<file path="config.mk">
export PLATFORM = sky130hd
export DESIGN_NAME = sidt_ctrl
export DESIGN_NICKNAME = d
export VERILOG_FILES = /design/src/sv/sidt_pkg.sv /design/src/sv/sidt_ctrl.sv
export SDC_FILE = /design/constraint.sdc
export NUM_CORES = 1
export LEC_CHECK = 0
export ABC_AREA = 1
export BUFFER_PORTS_ARGS = -buffer_cell sky130_fd_sc_hd__buf_2
export CAP_MARGIN = 20
export CORE_MARGIN = 4
export CORE_UTILIZATION = 41
export DETAILED_ROUTE_END_ITERATION = 12
export PLACE_DENSITY = 0.82
export SYNTH_ARGS = -nofsm -noshare
export SYNTH_HDL_FRONTEND = slang
export SYNTH_SLANG_ARGS = --single-unit
</file>
<file path="constraint.sdc">
create_clock -name clk -period 3.05 [get_ports clk]
set_input_delay 0.1525 -clock clk [delete_from_list [all_inputs] [get_ports clk]]
set_output_delay 0.1525 -clock clk [all_outputs]
set_load 0.01 [all_outputs]
</file>
<file path="src/sv/sidt_pkg.sv">
`timescale 1ns / 1ps
// ----------------------------------------------------------------------------
// sidt_pkg
// shared sizes, codes and controller/datapath handoff types for the
// string intern table
// ----------------------------------------------------------------------------
package sidt_pkg;

	localparam int MAX_STRING  = 256;
	localparam int STORE_BYTES = 4096;
	localparam int MAX_ENTRIES = 1024;
	localparam int BUCKETS     = 2048;

	localparam int SIDX_W = $clog2(MAX_STRING);
	localparam int LEN_W  = $clog2(MAX_STRING + 1);
	localparam int OFF_W  = $clog2(STORE_BYTES);
	localparam int PTR_W  = $clog2(STORE_BYTES + 1);
	localparam int ID_W   = $clog2(MAX_ENTRIES);
	localparam int CNT_W  = $clog2(MAX_ENTRIES + 1);
	localparam int SLOT_W = $clog2(BUCKETS);
	localparam int BKT_W  = $clog2(MAX_ENTRIES + 1);

	localparam logic [31:0] FNV_BASIS = 32'h811C_9DC5;
	localparam logic [31:0] FNV_PRIME = 32'h0100_0193;

	typedef enum logic [2:0] {
		ST_OK     = 3'd0,
		ST_SEALED = 3'd1,
		ST_FULL   = 3'd2,
		ST_RANGE  = 3'd3,
		ST_LONG   = 3'd4
	} status_t;

	typedef enum logic [2:0] {
		EM_NONE,
		EM_ERR,
		EM_GET,
		EM_DUP,
		EM_NEW
	} emit_t;

	typedef enum logic [3:0] {
		S_CLEAR,
		S_IDLE,
		S_GET,
		S_ERR,
		S_FIN,
		S_PROBE,
		S_CMP_LEN,
		S_CMP_BYTE,
		S_DUP,
		S_CHECK,
		S_COPY,
		S_COMMIT
	} state_t;

	typedef struct packed {
		logic    acc_byte;
		logic    clr_stage;
		logic    ent_rd_lid;
		logic    ent_rd_idx;
		logic    bkt_rd_hash;
		logic    bkt_rd_next;
		logic    cmp_start;
		logic    cmp_next;
		logic    copy_start;
		logic    copy_wr;
		logic    commit;
		logic    clr_step;
		emit_t   emit;
		status_t err_code;
	} dp_cmd_t;

	typedef struct packed {
		logic sealed;
		logic ovf;
		logic lid_ok;
		logic bkt_empty;
		logic probe_last;
		logic len_eq;
		logic len_zero;
		logic byte_eq;
		logic j_last;
		logic full;
		logic clr_done;
		logic out_free;
	} dp_sts_t;

endpackage

</file>
<file path="src/sv/sidt_ctrl.sv">
`timescale 1ns / 1ps
// ----------------------------------------------------------------------------
// sidt_ctrl
// sequencer: staging, bucket probe, compare, copy and response issue
// ----------------------------------------------------------------------------
module sidt_ctrl (
	input  logic             clk,
	input  logic             arst_n,
	input  logic             req_valid,
	input  logic             req_action,
	input  logic             req_last,
	input  logic             req_empty,
	output logic             req_ready,
	input  sidt_pkg::dp_sts_t sts,
	output sidt_pkg::dp_cmd_t cmd
);
	import sidt_pkg::*;

	state_t  state_q, state_d;
	status_t err_q, err_d;

	always_ff @(posedge clk or negedge arst_n) begin
		if (!arst_n) begin
			state_q <= S_CLEAR;
			err_q   <= ST_OK;
		end else begin
			state_q <= state_d;
			err_q   <= err_d;
		end
	end

	// next state
	always_comb begin
		state_d = state_q;
		err_d   = err_q;
		case (state_q)
			S_CLEAR: begin
				if (sts.clr_done) state_d = S_IDLE;
			end
			S_IDLE: begin
				if (req_valid) begin
					if (req_action) begin
						if (sts.lid_ok) state_d = S_GET;
						else begin
							state_d = S_ERR;
							err_d   = ST_RANGE;
						end
					end else if (req_empty || req_last) begin
						state_d = S_FIN;
					end
				end
			end
			S_GET, S_ERR, S_DUP, S_COMMIT: begin
				if (sts.out_free) state_d = S_IDLE;
			end
			S_FIN: begin
				if (sts.sealed) begin
					state_d = S_ERR;
					err_d   = ST_SEALED;
				end else if (sts.ovf) begin
					state_d = S_ERR;
					err_d   = ST_LONG;
				end else begin
					state_d = S_PROBE;
				end
			end
			S_PROBE: begin
				if (sts.bkt_empty) state_d = S_CHECK;
				else state_d = S_CMP_LEN;
			end
			S_CMP_LEN, S_CMP_BYTE: begin
				if ((state_q == S_CMP_LEN && !sts.len_eq) ||
					(state_q == S_CMP_BYTE && !sts.byte_eq)) begin
					if (sts.probe_last) begin
						state_d = S_ERR;
						err_d   = ST_FULL;
					end else begin
						state_d = S_PROBE;
					end
				end else if ((state_q == S_CMP_LEN && sts.len_zero) ||
					(state_q == S_CMP_BYTE && sts.j_last)) begin
					state_d = S_DUP;
				end else begin
					state_d = S_CMP_BYTE;
				end
			end
			S_CHECK: begin
				if (sts.full) begin
					state_d = S_ERR;
					err_d   = ST_FULL;
				end else if (sts.len_zero) begin
					state_d = S_COMMIT;
				end else begin
					state_d = S_COPY;
				end
			end
			S_COPY: begin
				if (sts.j_last) state_d = S_COMMIT;
			end
			default: state_d = S_CLEAR;
		endcase
	end

	// commands
	always_comb begin
		cmd          = '0;
		cmd.emit     = EM_NONE;
		cmd.err_code = err_q;
		req_ready    = 1'b0;
		case (state_q)
			S_CLEAR: cmd.clr_step = 1'b1;
			S_IDLE: begin
				req_ready = 1'b1;
				if (req_valid) begin
					if (req_action) cmd.ent_rd_lid = sts.lid_ok;
					else if (req_empty) cmd.clr_stage = 1'b1;
					else cmd.acc_byte = 1'b1;
				end
			end
			S_GET: if (sts.out_free) cmd.emit = EM_GET;
			S_ERR: if (sts.out_free) cmd.emit = EM_ERR;
			S_DUP: begin
				if (sts.out_free) begin
					cmd.emit      = EM_DUP;
					cmd.clr_stage = 1'b1;
				end
			end
			S_COMMIT: begin
				if (sts.out_free) begin
					cmd.emit      = EM_NEW;
					cmd.commit    = 1'b1;
					cmd.clr_stage = 1'b1;
				end
			end
			S_FIN: begin
				if (sts.sealed || sts.ovf) cmd.clr_stage = 1'b1;
				else cmd.bkt_rd_hash = 1'b1;
			end
			S_PROBE: if (!sts.bkt_empty) cmd.ent_rd_idx = 1'b1;
			S_CMP_LEN, S_CMP_BYTE: begin
				if ((state_q == S_CMP_LEN && !sts.len_eq) ||
					(state_q == S_CMP_BYTE && !sts.byte_eq)) begin
					if (sts.probe_last) cmd.clr_stage = 1'b1;
					else cmd.bkt_rd_next = 1'b1;
				end else if ((state_q == S_CMP_LEN && sts.len_zero) ||
					(state_q == S_CMP_BYTE && sts.j_last)) begin
					cmd.emit = EM_NONE;
				end else if (state_q == S_CMP_LEN) begin
					cmd.cmp_start = 1'b1;
				end else begin
					cmd.cmp_next = 1'b1;
				end
			end
			S_CHECK: begin
				if (sts.full) cmd.clr_stage = 1'b1;
				else if (!sts.len_zero) cmd.copy_start = 1'b1;
			end
			S_COPY: cmd.copy_wr = 1'b1;
			default: cmd.emit = EM_NONE;
		endcase
	end

endmodule

</file>
Word level (Yosys, flattened, before mapping)
Cells that the tools add are included.
- register bits: 7
- bits of input ports: 18
- output and inout port bits: 19
- word-level logic and storage cells: 102
- eq/ne operators: 22
- multiplexer cells: 61
- reduce and logical (&&, ||, !) cells: 17
- operators with widths (kind ; number):
    2-to-1 mux 3 bit ; 14
    2-to-1 mux 4 bit ; 10
    case mux 4 bit (8 select lines) ; 1
    2-to-1 mux 1 bit ; 28
    case mux 3 bit (4 select lines) ; 2
    inequality test 2 bit, second input constant ; 9
    == test 4 x 3 -> 1 bit, second input constant ; 4
    == test 4 bit, second input constant ; 4
    2-to-1 mux 2 bit ; 5
    == test 4 x 2 -> 1 bit, second input constant ; 2
    AND reduction 8 bit ; 1
    inequality test 3 bit, second input constant ; 2
    case mux 1 bit (5 select lines) ; 1
    AND reduction 5 bit ; 1
    == test 4 x 1 -> 1 bit, second input constant ; 1
    logical AND 1 bit ; 4
    logical NOT 4 bit ; 1
    logical OR 1 bit ; 4
    nonzero test 4 bit ; 1
    OR reduction 2 bit ; 2
    OR reduction 4 bit ; 1
    logical NOT 1 bit ; 2

Longest topological paths before layout
Gate-level depths: netlist (run 1).
- depth after elaboration: 6
- depth in mapped cells: 10
- depth with buffers taken out: 10

Worst setup path after synthesis (run 1)
OpenSTA, ideal clock, no wires.
- path type: flip-flop to output port
- from: register state_q[3]
- to: output cmd[15] (netlist name)
- arrival: 1235 ps
- data required time: 2897 ps
- slack: 1662 ps
- cell stages (with the launch flop): 6
- cell sequence: dfrtp_1 > nor2_2 > nand2_2 > inv_4 > nand2_1 > nor3_1
- RTL lines (what ; RTL line ; RTL):
    from (decl) ; sidt_ctrl.sv:19 ; state_t state_q, state_d;
    from (signal assigned) ; sidt_ctrl.sv:27 ; state_q <= state_d;
    to (decl) ; sidt_ctrl.sv:15 ; output sidt_pkg::dp_cmd_t cmd

==> flow_metrics.env, run 1 <==
export IMPL_ioPinCount=37
export IMPL_wl_per_cell_um=12.3
export IMPL_viasPerCell=5.19
export IMPL_gp_congestion=1.05
export IMPL_post_layout_total_power_uw=938
export IMPL_cts_buffers=3
export IMPL_rsz0062_at_grt="false"
export IMPL_ctsResizeCount=0
export IMPL_fillers=200
export IMPL_synth_top_area_share_pct=20.3
export IMPL_cts_root_buffer="clkbuf_4"
export IMPL_cts_sinks=7
export IMPL_syn_area_per_cell_um2=5.95
export IMPL_synthDistinctLibCells=21
export IMPL_fmax_ghz=0.527
export IMPL_cap_violations=0
export IMPL_yosysSeqAreaShare_pct=20.3
export IMPL_antenna_found_initial=0
export IMPL_drive_above_1_share_pct=38.2
export IMPL_status="completed"
export IMPL_synth_area_um2=862
export IMPL_worstMarginPinSlew_ns=0.369
export IMPL_portBuffers=36
export IMPL_ys_ff_latch=7
export IMPL_synth_warnings=0
export IMPL_drt_total_wl_mm=2.62
export IMPL_max_stage_delay_ns=0.50
export IMPL_fp_dieH_um=53.9
export IMPL_cp_top_family="flip-flops"
export IMPL_fin_worst_skew_ns=0.00456
export IMPL_cp_start_kind="flip-flop"
export IMPL_ff_latch_area_um2=175
export IMPL_arrival_ns=1.75
export IMPL_multi_input_area_um2=602
export IMPL_dpl_hpwl_mm=2.21
export IMPL_slowest_stage="dfrtp_1"
export IMPL_h_tree_depth=1
export IMPL_syn_inst=145
export IMPL_drt_iter0_drc=51
export IMPL_grt_total_usage_pct=20.5
export IMPL_area_growth_pct=29.0
export IMPL_final_common_cell="nand2_1"
export IMPL_hold_viol_final=0
export IMPL_hp_class="input pin to flip-flop"
export IMPL_n_antenna_cell=0
export IMPL_core_area_mm2=0.00198
export IMPL_synthTopCellsByArea="dfrtp_1, nand2_1, nor2_1"
export IMPL_power_density_mw_per_mm2=844
export IMPL_finalSetupViolations=0
export IMPL_path_max_fanout=6
export IMPL_firstDrtPassIters=5
export IMPL_syn_nets=163
export IMPL_p_leak_nw=0.662
export IMPL_clock_latency_ns=0.25
export IMPL_grt_ovfl_total=0
export IMPL_ant_nets=0
export IMPL_slew_headroom_pct=75.2
export IMPL_synth_largest_area_cell="dfrtp_1"
export IMPL_row_count=16
export IMPL_grt_pass1_wl_mm=4.32
export IMPL_path_buf_inv=2
export IMPL_setup_tns_final_ns=0
export IMPL_layout_common_cells="nand2_1, buf_2, nor2_1"
export IMPL_layout_nets=205
export IMPL_clockBufferDepth=2
export IMPL_cp_required_ns=2.90
export IMPL_crit_path_end_kind="output pin"
export IMPL_worstSetupPathType="flip-flop to output pin"
export IMPL_drv_slew=0
export IMPL_clkSlewWorstSetupHoldPaths_ns=0.05
export IMPL_grt_pass1_vias=1038
export IMPL_floorplan_initialDensity_pct=43.5
export IMPL_fp_dieW_um=53.9
export IMPL_crit_chain="inv_2, nor2_4, nand2_1, a21oi_1, nor2_1, o2111ai_1, buf_2"
export IMPL_fp_dieArea_mm2=0.00290
export IMPL_drc=0
export IMPL_post_route_min_period_ns=1.90
export IMPL_cts_tree="yes"
export IMPL_vias=1105
export IMPL_grt_max_degree=8
export IMPL_peakVddDrop_uv=511
export IMPL_finalCritPeriodShare_pct=62.2
-- logic make-up (layout without fill, tap and decap cells) --
family,count (synthesis),count (layout),synth area share [%]
DFF,7,7,20.3
and+or+nand+nor,106,106,62.4
AOI/OAI and AO/OA,10,10,7.40
buffers and inverters,22,63,9.87
-- flip-flops by register name, indices dropped and copies added, names as in the netlist --
name and count:
state_q 4, err_q 3
-- layer usage --
metal	vias up	part of all wire [%]	track usage, %
met5	-	0	0
met4	0	2.8	8.09
met3	12	12	6.09
met2	74	47	33.7
met1	470	38	25.0
li1	549	-	-
-- per-stage QoR --
step | instances | utilization (%) | setup WS (ns) | hold WS, ns | instance area (µm²)
2_1_floorplan | 145 | - | 1.66 | -0.143 | 862
3_3_place_gp | 208 | 54.3 | 1.48 | -0.0110 | 1080
3_5_place_dp | 208 | 54.3 | 1.47 | -0.00702 | 1080
4_1_cts | 213 | 56.1 | 1.19 | 0.196 | 1110
5_1_grt | 213 | 56.1 | 1.07 | 0.234 | 1110
6_report | 213 | 56.1 | 1.15 | 0.204 | 1110
-- worst reg2reg max path, cell delays in order (launching register included) --
cell     delay (ns)
dfrtp_1        0.54
inv_2          0.12
nand2_4        0.12
nor2_2         0.09
nand2_1        0.06
nand2_1        0.07
nor2_1         0.20
nand3_2        0.13
nand2_1        0.07
nand2_1        0.04
-- synthesized netlist by cell type --
library cell	n
nand2_4	2
nor2_2	5
a21oi_1	5
o21ai_0	1
nor4_1	2
o211ai_1	1
nand2_1	43
nand3_2	4
inv_2	5
nand2_2	9
nor2_1	17
a21oi_2	1
nor3_1	6
o2111ai_1	1
nor2_4	4
o21ai_2	1
dfrtp_1	7
nand4_1	4
inv_4	1
nand3_1	10
inv_1	16
-- final timing paths --
path | from | endpoint | slack [ns] | depth (start not counted)
hold reg to reg | err_q[1] | err_q[1] | 0.47 | 2
setup / recovery | state_q[2] | cmd[16] | 1.15 | 7
hold / removal | sts[11] | err_q[2] | 0.20 | 4
setup reg to reg | state_q[3] | err_q[0] | 1.48 | 9
max in group asynchronous | arst_n | err_q[0] | 2.63 | 2
min in group asynchronous | arst_n | state_q[3] | 0.26 | 2
-- area by class of cell --
| cell class | instances | area share [%] |
|---|---|---|
| Clock buffer | 4 | 2.36 |
| Multi-Input combinational cell | 116 | 54.1 |
| Inverter | 22 | 7.65 |
| Tap cell | 27 | 3.04 |
| Timing Repair Buffer | 37 | 17.1 |
| Sequential cell | 7 | 15.7 |
-- power by group --
part           switching (mW)  internal (mW)
Combinational           0.435          0.228
Clock                  0.0326         0.0498
Sequential             0.0562          0.137
-- repair_timing --
| action | in CTS | in global routing |
|---|---|---|
| hold buffers | 1 | 0 |
| endpoints found under the hold margin | 7 | 0 |
| buffers inserted | 0 | 0 |
No activity file was read; power rests on OpenSTA's default activity.
==> inputs of run 2 (changes only) <==
PLACE_DENSITY = 0.85   (was 0.82)
clock period = 1.5 ns   (was 3.05 ns; I/O delays follow)
==> run 2 against run 1 <==
  * The run now ends with setup timing left
  * First-iteration DRC count is 76% higher
  * Combinational power grew to 3.5 times the previous value
  * Global-route usage is 3.9 points higher
  * Sequential share of layout area is 4.3 points lower
  * Total power grew to 3.2 times the previous value
  * Cell area is 42% higher
  * Via count is 25% higher
==> flow_metrics.env, run 2 (synthesized netlist as in run 1, its figures left out) <==
export IMPL_status="complete, but fails checks"
export IMPL_violations="setup timing"
export IMPL_cap_violations=0
export IMPL_dpl_hpwl_mm=2.07
export IMPL_slew_headroom_pct=80.2
export IMPL_fin_worst_skew_ns=0.0125
export IMPL_finalCritPeriodShare_pct=112
export IMPL_wl_per_cell_um=17.3
export IMPL_worstMarginPinSlew_ns=0.296
export IMPL_h_tree_depth=1
export IMPL_gp_congestion=0.954
export IMPL_p_leak_nw=0.864
export IMPL_firstDrtPassIters=4
export IMPL_place_area_mm2=0.00110
export IMPL_grt_ovfl_total=0
export IMPL_drt_iter0_drc=90
export IMPL_setup_ws_ns=-0.184
export IMPL_finalSetupViolations=20
export IMPL_vias=1384
export IMPL_antenna_found_initial=0
export IMPL_clock_latency_ns=0.27
export IMPL_hold_viol_final=0
export IMPL_drv_slew=0
export IMPL_grt_pass1_vias=1195
export IMPL_final_cell_count_no_fill=241
export IMPL_layout_common_cells="buf_2, nand2_1, buf_4"
export IMPL_path_max_fanout=5
export IMPL_cts_buffers=3
export IMPL_fp_dieArea_mm2=0.00290
export IMPL_viasPerCell=5.74
export IMPL_cts_root_buffer="clkbuf_4"
export IMPL_drive_above_1_share_pct=63.6
export IMPL_ant_nets=0
export IMPL_crit_path_end_kind="output pin"
export IMPL_grt_pass1_wl_mm=5.08
export IMPL_clkSlewWorstSetupHoldPaths_ns=0.06
export IMPL_final_area_mm2=0.00158
export IMPL_pre_cts_ws_ns=-0.0457
export IMPL_fp_dieW_um=53.9
export IMPL_cp_start_kind="flip-flop"
export IMPL_final_common_cell="buf_2"
export IMPL_rsz0062_at_grt="true"
export IMPL_fp_dieH_um=53.9
export IMPL_cp_required_ns=1.42
export IMPL_hp_class="input pin to flip-flop"
export IMPL_fmax_ghz=0.594
export IMPL_clockBufferDepth=2
export IMPL_arrival_ns=1.61
export IMPL_setup_tns_final_ns=-1.59
export IMPL_layout_nets=233
export IMPL_core_area_mm2=0.00198
export IMPL_area_growth_pct=83.0
export IMPL_cts_tree="yes"
export IMPL_floorplan_initialDensity_pct=43.5
export IMPL_row_count=16
export IMPL_n_antenna_cell=0
export IMPL_power_density_mw_per_mm2=1890
export IMPL_largest_register_ffs=4
export IMPL_largest_register="state_q"
export IMPL_worstSetupPathType="flip-flop to output pin"
export IMPL_drt_total_wl_mm=4.17
export IMPL_ioPinCount=37
export IMPL_post_route_min_period_ns=1.68
export IMPL_reg_largest_list="state_q: 4 flops, err_q: 3 flops"
export IMPL_cts_sinks=7
export IMPL_grt_max_degree=8
export IMPL_drc=0
export IMPL_peakVddDrop_uv=1250
export IMPL_portBuffers=36
export IMPL_grt_total_usage_pct=24.4
export IMPL_place_inst=211
==> run 2: metrics by stage <==
stage	hold WS (ns)	total power, mW	util (%)
after floorplan	-0.221	1.37	-
after global placement	-0.0853	1.71	55.4
after detailed placement	-0.0868	1.72	55.4
after CTS	0.121	2.45	71.5
after global routing	0.184	3.15	79.6
final	0.148	2.98	79.6
==> run 2: timing repair <==
item                                   CTS  global route
setup endpoints to repair               13            22
hold buffers                             1             0
gates resized for setup                 34            31
pin swaps                               15            12
setup buffers                           21             4
endpoints found under the hold margin    7             0
==> run 2: where the power goes <==
part           switching [mW]  total (mW)  internal, mW
clock                  0.0824       0.185         0.102
combinational            1.34        2.35          1.02
sequential              0.149       0.436         0.287
==> run 2: final cells by class <==
class / instances / area [µm²]
Multi-Input combinational cell: 116 / 800
Timing Repair Buffer: 65 / 448
Fill cell: 135 / 404
Sequential cell: 7 / 180
Inverter: 22 / 90.1
Tap cell: 27 / 33.8
Clock buffer: 4 / 26.3
==> run 2: routing by layer <==
metal  vias to the layer above  global-route usage, %  wire length, µm
li1                        609                      -                -
met1                       633                   29.6             1510
met2                       116                   40.5             2030
met3                        26                   5.26              423
met4                         0                   11.5              203
met5                         -                      0                0
==> run 2: path summary, 6_finish.rpt <==
kind                       startpoint          to  slack (ns)  cells after the start
max                        state_q[3]     cmd[16]       -0.18                      6
min                           sts[11]    err_q[2]        0.15                      4
max reg2reg                state_q[3]  state_q[1]       -0.14                     10
min reg2reg                  err_q[2]    err_q[2]        0.47                      2
max in group asynchronous      arst_n  state_q[2]        1.16                      2
min in group asynchronous      arst_n    err_q[1]        0.16                      2
==> run 2: worst max-delay path, cell delays in order, from the launching register on <==
cell,delay (ns)
dfrtp_2,0.47
nor2_4,0.24
nand3_2,0.14
nand2_4,0.13
nand2_2,0.09
o2111ai_2,0.09
buf_2,0.17
==> inputs of run 3 (changes only) <==
CORE_ASPECT_RATIO = 1.1   (was default)
==> run 3 against run 2 <==
  * The run still ends with setup timing left
  * Critical path depth increased by 4
  * Global-route usage increased by 3.1 points
  * Largest cell class unchanged
  * Cell area increased by 1.0%
  * Utilization increased by 0.12 points
==> flow_metrics.env, run 3 (synthesized netlist as in run 1, its figures left out) <==
export IMPL_fmax_ghz=0.590
export IMPL_cts_root_buffer="clkbuf_4"
export IMPL_drv_slew=0
export IMPL_crit_chain="inv_2, buf_4, nand2_1, nor2_1, nor2_1, nand2_1, nor3_1, nand2_1, nand2_1, nand2_1"
export IMPL_max_stage_delay_ns=0.46
export IMPL_setup_tns_final_ns=-1.58
export IMPL_final_area_mm2=0.00159
export IMPL_vias=1339
export IMPL_row_count=17
export IMPL_finalSetupViolations=18
export IMPL_path_buf_inv=2
export IMPL_n_antenna_cell=0
export IMPL_fp_dieH_um=56.1
export IMPL_grt_ovfl_total=0
export IMPL_final_cell_count_no_fill=247
export IMPL_grt_pass1_wl_mm=6.11
export IMPL_hold_viol_final=0
export IMPL_status="complete, but fails checks"
export IMPL_post_layout_total_power_mw=2.92
export IMPL_arrival_ns=1.84
export IMPL_reg_largest_list="state_q: 4 flops, err_q: 3 flops"
export IMPL_drt_total_wl_mm=3.99
export IMPL_p_leak_nw=0.873
export IMPL_place_inst=214
export IMPL_ant_nets=0
export IMPL_grt_max_degree=8
export IMPL_rsz0062_at_grt="true"
export IMPL_fin_worst_skew_ns=0.00265
export IMPL_drc=0
export IMPL_power_density_mw_per_mm2=1830
export IMPL_area_growth_pct=84.9
export IMPL_cap_violations=0
export IMPL_fp_dieArea_mm2=0.00290
export IMPL_drt_iter0_drc=83
export IMPL_largest_register_ffs=4
export IMPL_layout_nets=238
export IMPL_ioPinCount=37
export IMPL_path_max_fanout=6
export IMPL_pre_cts_ws_ns=-0.0145
export IMPL_portBuffers=36
export IMPL_hold_ws_ns=0.126
export IMPL_post_route_min_period_ns=1.69
export IMPL_cts_sinks=7
export IMPL_worstSetupPathType="flip-flop to flip-flop"
export IMPL_cp_start_kind="flip-flop"
export IMPL_clockBufferDepth=2
export IMPL_crit_top_cell="nand2_1"
export IMPL_crit_path_end_kind="flip-flop"
export IMPL_clkSlewWorstSetupHoldPaths_ns=0.05
export IMPL_h_tree_depth=1
export IMPL_place_area_mm2=0.00111
export IMPL_fp_dieW_um=51.7
export IMPL_antenna_found_initial=0
export IMPL_finalCritPeriodShare_pct=113
export IMPL_grt_pass1_vias=1341
export IMPL_hp_class="input pin to flip-flop"
export IMPL_rrSetupSlack_ns=-0.19
export IMPL_cp_top_family="simple AND/OR/NAND/NOR gates"
export IMPL_violations="setup timing"
export IMPL_layout_common_cells="nand2_1, buf_2, buf_4"
export IMPL_grt_total_usage_pct=27.5
export IMPL_gp_congestion=0.948
export IMPL_slowest_stage="dfrtp_2"
export IMPL_core_area_mm2=0.00200
export IMPL_worstMarginPinSlew_ns=0.340
export IMPL_firstDrtPassIters=4
export IMPL_viasPerCell=5.42
export IMPL_largest_register="state_q"
export IMPL_drive_above_1_share_pct=63.5
export IMPL_floorplan_initialDensity_pct=43.1
export IMPL_cp_required_ns=1.65
export IMPL_cts_buffers=3
export IMPL_dpl_hpwl_mm=2.03
export IMPL_slew_headroom_pct=77.2
export IMPL_wl_per_cell_um=16.2
export IMPL_cts_tree="yes"
export IMPL_setup_ws_ns=-0.195
export IMPL_fin_util_pct=79.7
export IMPL_clock_latency_ns=0.26
export IMPL_peakVddDrop_uv=1150
-- run 3: worst reg2reg max path, stage by stage (launching register included) --
cell     delay, ns
dfrtp_2       0.46
inv_2         0.09
buf_4         0.14
nand2_1       0.11
nor2_1        0.07
nor2_1        0.14
nand2_1       0.07
nor3_1        0.28
nand2_1       0.10
nand2_1       0.07
nand2_1       0.05
-- run 3: metal layers --
layer	global-route usage, %	part of all wire [%]
met5	0	0
met4	14.6	4.2
met3	6.97	9.2
met2	46.9	50
met1	30.5	37
-- run 3: what timing repair did --
item / CTS / global route
buffers inserted: 23 / 5
pin swaps: 16 / 2
hold buffers: 1 / 0
resized for setup: 45 / 11
setup endpoints to repair: 13 / 19
hold endpoints to repair: 7 / 0
-- run 3: final cells by class --
class | count | area [µm²]
fillers | 137 | 405
clock buffers | 4 | 26.3
multi-input cells | 116 | 785
flip-flops and latches | 7 | 180
inverters | 22 | 92.6
repair buffers | 70 | 475
well taps | 28 | 35.0
-- run 3: final timing paths --
| kind | to | cells past startpoint | from |
|---|---|---|---|
| worst max-delay path | state_q[1] | 10 | state_q[0] |
| worst min-delay path | err_q[2] | 4 | sts[11] |
| worst max register to register | state_q[1] | 10 | state_q[0] |
| worst min register to register | err_q[1] | 2 | err_q[1] |
| max in group asynchronous | state_q[2] | 2 | arst_n |
| min in group asynchronous | state_q[0] | 2 | arst_n |
-- run 3: where the power goes --
part           total [mW]  switching (mW)  internal, mW
clock               0.176          0.0743         0.102
combinational        2.30            1.31         0.989
sequential          0.448           0.160         0.288
total                2.92            1.54          1.38
